**src/nrpl_pkg.sv**
```systemverilog
package nrpl_pkg;

    localparam int CHAN_W   = 8;
    localparam int COUNT_W  = 12;
    localparam int DIST_W   = 18;
    localparam int WIDTH_W  = 13;

    localparam logic [CHAN_W-1:0]  FULL_RED    = 8'd255;
    localparam logic [WIDTH_W-1:0] WIDTH_RESET = 13'd640;
    localparam logic [DIST_W-1:0]  DIST_INIT   = '1;

    localparam int DEFAULT_MAX_WIDTH  = 4096;
    localparam int DEFAULT_MAX_HEIGHT = 4096;

    typedef struct packed {
        logic [CHAN_W-1:0] blue;
        logic [CHAN_W-1:0] green;
        logic [CHAN_W-1:0] red;
        logic              frame_end;
    } pixel_t;

    typedef struct packed {
        logic [DIST_W-1:0] distance;
        logic              frame_end;
    } item_t;

endpackage

```
**src/nrpl_dist.sv**
```systemverilog
module nrpl_dist
    import nrpl_pkg::*;
(
    input  pixel_t            pixel,
    output logic [DIST_W-1:0] distance
);

    logic [CHAN_W-1:0]   red_gap;
    logic [2*CHAN_W-1:0] red_sq;
    logic [2*CHAN_W-1:0] green_sq;
    logic [2*CHAN_W-1:0] blue_sq;

    always_comb
    begin
        red_gap  = FULL_RED - pixel.red;
        red_sq   = red_gap * red_gap;
        green_sq = pixel.green * pixel.green;
        blue_sq  = pixel.blue * pixel.blue;
        distance = DIST_W'(red_sq) + DIST_W'(green_sq) + DIST_W'(blue_sq);
    end

endmodule

```
**config.mk**
```make
export PLATFORM = sky130hd
export DESIGN_NAME = nrpl_dist
export DESIGN_NICKNAME = d
export VERILOG_FILES = /design/src/nrpl_pkg.sv /design/src/nrpl_dist.sv
export SDC_FILE = /design/constraint.sdc
export NUM_CORES = 1
export LEC_CHECK = 0
export ABC_AREA = 1
export BUFFER_PORTS_ARGS = -buffer_cell sky130_fd_sc_hd__buf_2
export CORE_MARGIN = 2
export CORE_UTILIZATION = 43
export DETAILED_ROUTE_END_ITERATION = 6
export SETUP_SLACK_MARGIN = 0.02
export SLEW_MARGIN = 20
export SYNTH_ARGS = -nofsm -noshare
export SYNTH_HDL_FRONTEND = slang
export SYNTH_SLANG_ARGS = --single-unit
```
**constraint.sdc**
```tcl
create_clock -name vclk -period 7.8
set_clock_uncertainty 0.1 [all_clocks]
set_input_delay 0 -clock vclk [all_inputs]
set_output_delay 0 -clock vclk [all_outputs]
set_load 0.02 [all_outputs]
```
==> results of run 1 <==
[kinds of logic (layout without fill, tap and decap cells)]
family / after synthesis / after routing / synth area share [%]
AOI/OAI and AO/OA: 12 / 12 / 1.166
buffers and inverters: 303 / 324 / 19.66
xor gates and xnor gates: 14 / 14 / 2.117
adders and majority gates: 213 / 213 / 63.12
and+or+nand+nor: 199 / 199 / 13.93
[Yosys cell counts, drive strengths merged]
cell	count
inv	282
fa	132
nand2	129
ha	81
nor2	49
clkbuf	20
nand3	12
xor2	8
a21oi	7
xnor2	6
or2	5
a21o	2
nand4	2
nor3	2
o21ai	2
buf	1
o21bai	1
[worst max-delay path, cell delays in order]
cell and delay [ps]:
buf_2 160, nor2_1 200, inv_1 90, fa_1 540, inv_1 60, fa_1 540, inv_1 60, fa_1 490
fa_1 510, inv_1 50, fa_1 530, inv_1 50, fa_1 490, fa_1 500, inv_1 40, ha_1 320
nand2_1 80, nand2_1 60, nor2_1 230, inv_1 70, nand2_1 100, nand3_1 70, nand2_1 60, nand2_1 40
buf_2 150
[cell type report]
| class | count | area (µm²) | share of cell area (%) |
|---|---|---|---|
| inverters | 282 | 1059 | 17.23 |
| repair buffers | 42 | 210.2 | 3.422 |
| well taps | 176 | 220.2 | 3.585 |
| multi-input cells | 438 | 4653 | 75.76 |
[worst paths after layout]
| kind | start | to | depth (start not counted) |
|---|---|---|---|
| worst min-delay path | pixel[1] | distance[0] | 4 |
| worst max-delay path | pixel[5] | distance[15] | 25 |
[through the flow]
step	setup WS, ps	cell area, µm²
after floorplan	2483	5792
after global placement	2220	6142
after detailed placement	2169	6142
after CTS	2154	6142
after global routing	1794	6142
final	2186	6142
[per-layer routing]
| layer | global-route usage, % | vias up | part of all wire, % |
|---|---|---|---|
| met3 | 0.1426 | 6 | 2.2 |
| met2 | 29.90 | 52 | 53 |
| li1 | - | 2078 | - |
| met1 | 22.40 | 2058 | 44 |
| met5 | 0 | - | 0 |
| met4 | 0.7353 | 0 | 0.61 |
==> results.json, run 1 <==
{
  "outcome": "finished, final reports clean",
  "crit_fanout": 8,
  "startpoint_type": "input port",
  "yosys_warnings": 0,
  "final_common_cell": "inv_1",
  "grt_pass1_wl_um": 19260,
  "syn-cell-area_mm2": 0.005792,
  "final_cells": 938,
  "fin_nets": 1002,
  "syn_avg_cell_area_um2": 7.816,
  "rsz0062_at_grt": "false",
  "fin_util_pct": 46.57,
  "dpl.cell_count": 938,
  "drt_iter0_drc": 165,
  "grt_antenna_before_repair": 0,
  "synth_nets": 979,
  "die_w_um": 120.1,
  "maxCapViolations": 0,
  "die_y_um": 120.1,
  "routabilityCongestion": 0.8024,
  "num_vias": 4194,
  "synth_cell_type_count": 23,
  "grt_overflow_total": 0,
  "ios": 43,
  "wl_per_cell_um": 11.41,
  "post_cts_buffers": 0,
  "design.seq.count": 0,
  "nClkBuffers": 0,
  "start_util_pct": 43.91,
  "tightest_slew_ps": 264.3,
  "num_antenna_cells": 0,
  "wirelength_um": 10700,
  "yosysSeqAreaShare_pct": 0,
  "fin_setup_tns_ps": 0,
  "cts_resized": 0,
  "synth_top_area_cell": "fa_1",
  "maxSlewHeadroom_pct": 82.20,
  "drc": 0,
  "hold_viol": 0,
  "rows": 42,
  "dp_hpwl_um": 10140,
  "grt_pass1_vias": 4235,
  "holdWs_ps": 487.6,
  "area.sequential_um2": 0,
  "cp-end-kind": "primary output",
  "drive_above_1_share_pct": 6.824,
  "max_freq_mhz": 178.1,
  "hold_buffers": 0,
  "synth_top_cell_area_share_pct": 45.63,
  "slew_viol_final": 0,
  "drtAntennaViolNets": 0,
  "min_path_type": "in -> out",
  "grtUsageTotal_pct": 16.15,
  "firstDrtPassIters": 4,
  "synth_area_leaders": "fa_1 46%, inv_1 18%, ha_1 17%, nand2_1 8.2%, nor2_1 3.0%",
  "period_minus_slack_ps": 5614,
  "area_delta_synth_final_pct": 6.049,
  "io_buffers": 42,
  "layout_common_cells": "281 x inv_1, 132 x fa_1, 127 x nand2_1",
  "grt_max_degree": 12,
  "crit_type": "in -> out",
  "synth_cells": 741,
  "crit_required_ps": 7700,
  "cp.arrival_ps": 5510,
  "viasPerCell": 4.471,
  "core-area_mm2": 0.01319,
  "period_share_pct": 71.97,
  "fillCellCount": 1365,
  "setup_viol": 0,
  "dieArea_mm2": 0.01441
}
Power of run 1 is not shown: default switching activity piles up to over one toggle a cycle in this logic, so the estimate is an artifact.
==> run 2: changes to the inputs <==
clock period = 5.37 ns   (was 7.8 ns; I/O delays follow)
==> results.json, run 2 (synthesis results as in run 1) <==
{
  "grt_antenna_before_repair": 0,
  "grt_max_degree": 12,
  "fin_nets": 1031,
  "holdWs_ps": 511.1,
  "grt_pass1_vias": 4580,
  "drt_iter0_drc": 193,
  "grt_pass1_wl_um": 20510,
  "ios": 43,
  "area.sequential_um2": 0,
  "period_minus_slack_ps": 5325,
  "outcome": "finished, final reports clean",
  "grt_overflow_total": 0,
  "layout_common_cells": "274 x inv_1, 130 x fa_1, 113 x nand2_1",
  "crit_slowest_cell": "fa_1",
  "final_cells": 967,
  "critPathMaxStageDelay_ps": 540,
  "worst_path_most_repeated_cell": "fa_1",
  "cp-end-kind": "primary output",
  "critPathBufInv": 7,
  "period_share_pct": 99.17,
  "grtUsageTotal_pct": 17.29,
  "core-area_mm2": 0.01319,
  "preCtsSetupSlack_ps": -142.8,
  "num_vias": 4306,
  "io_buffers": 42,
  "slew_viol_final": 0,
  "rows": 42,
  "wl_per_cell_um": 12.03,
  "tightest_slew_ps": 259.2,
  "design.seq.count": 0,
  "maxSlewHeadroom_pct": 82.54,
  "dp_hpwl_um": 10910,
  "viasPerCell": 4.453,
  "nClkBuffers": 0,
  "start_util_pct": 43.91,
  "drc": 0,
  "fillCellCount": 1287,
  "setup.worst_path.start": "pixel[2]",
  "dpl.cell_count": 967,
  "min_path_type": "in -> out",
  "max_freq_mhz": 187.8,
  "final_common_cell": "inv_1",
  "wirelength_um": 11630,
  "num_antenna_cells": 0,
  "cp_top_family": "adder cells",
  "crit_fanout": 5,
  "setup_viol": 0,
  "crit_required_ps": 5270,
  "cp.arrival_ps": 5230,
  "die_y_um": 120.1,
  "die_w_um": 120.1,
  "dieArea_mm2": 0.01441,
  "firstDrtPassIters": 4,
  "startpoint_type": "input port",
  "drtAntennaViolNets": 0,
  "fin_ws_ps": 44.79,
  "setup.worst_path.end": "distance[16]",
  "area_delta_synth_final_pct": 14.71,
  "post_cts_buffers": 0,
  "crit_chain": "buf_8 -> or2_4 -> fa_1 -> fa_1 -> fa_1 -> inv_2 -> fa_1 -> inv_1 -> fa_1 -> inv_2 -> fa_1 -> inv_2 -> fa_1 -> inv_2 -> ha_4 -> nand2_2 -> nor2_1 -> nand2_1 -> nand3_4 -> nand2_4 -> nand2_2 -> nand2_1 -> nand2_1 -> buf_6",
  "crit_cells": 24,
  "routabilityCongestion": 0.8358,
  "drive_above_1_share_pct": 15.93,
  "fin_setup_tns_ps": 0,
  "rsz0062_at_grt": "true",
  "maxCapViolations": 0,
  "crit_type": "in -> out",
  "hold_viol": 0
}
[run 2: cell count changes in the layout (fill, tap and decap cells not counted), moves of 9 or more]
cell,before,now
buf_2,42,27
buf_4,0,34
buf_6,0,9
nand2_1,127,113
nand2_2,2,14
nor2_1,47,37
[run 2: what timing repair did]
item,4_1_cts,5_1_grt
pin swaps,6,30
resized for setup,14,68
endpoints found under the setup margin,12,12
hold buffers,0,0
endpoints found under the hold margin,0,0
[run 2: per-layer routing]
metal / wire length, µm / track usage [%] / part of all wire [%]
met2: 6123 / 31.57 / 53
met5: 0 / 0 / 0
met1: 5044 / 23.82 / 43
met4: 117 / 1.618 / 1.0
met3: 343 / 0.4278 / 2.9
[run 2: worst min path at each step]
stage	to	startpoint	cells after the start	slack, ps
2_1_floorplan	distance[1]	pixel[1]	2	130
4_1_cts	distance[1]	pixel[1]	5	580
6_report	distance[0]	pixel[1]	5	510
3_5_place_dp	distance[0]	pixel[1]	5	570
3_3_place_gp	distance[0]	pixel[1]	5	560
5_1_grt	distance[0]	pixel[1]	5	540
[run 2: layout make-up]
cell class	instances	area (µm²)	share of cell area [%]
inverter	282	1059	15.93
tap	176	220.2	3.314
timing repair buffer	71	506.7	7.627
multi-input combinational	438	4858	73.13
[run 2: tightest hold or removal path, stage by stage]
cell   delay [ps]
buf_6          90
buf_4         150
fa_1          180
inv_1          40
buf_2         150
[run 2: stage by stage]
step	util (%)	cell area, µm²
after floorplan	-	5792
after global placement	48.22	6360
after detailed placement	48.22	6360
after CTS	48.72	6426
after global routing	50.37	6644
final	50.37	6644
Power of run 2 is left out for the same reason.
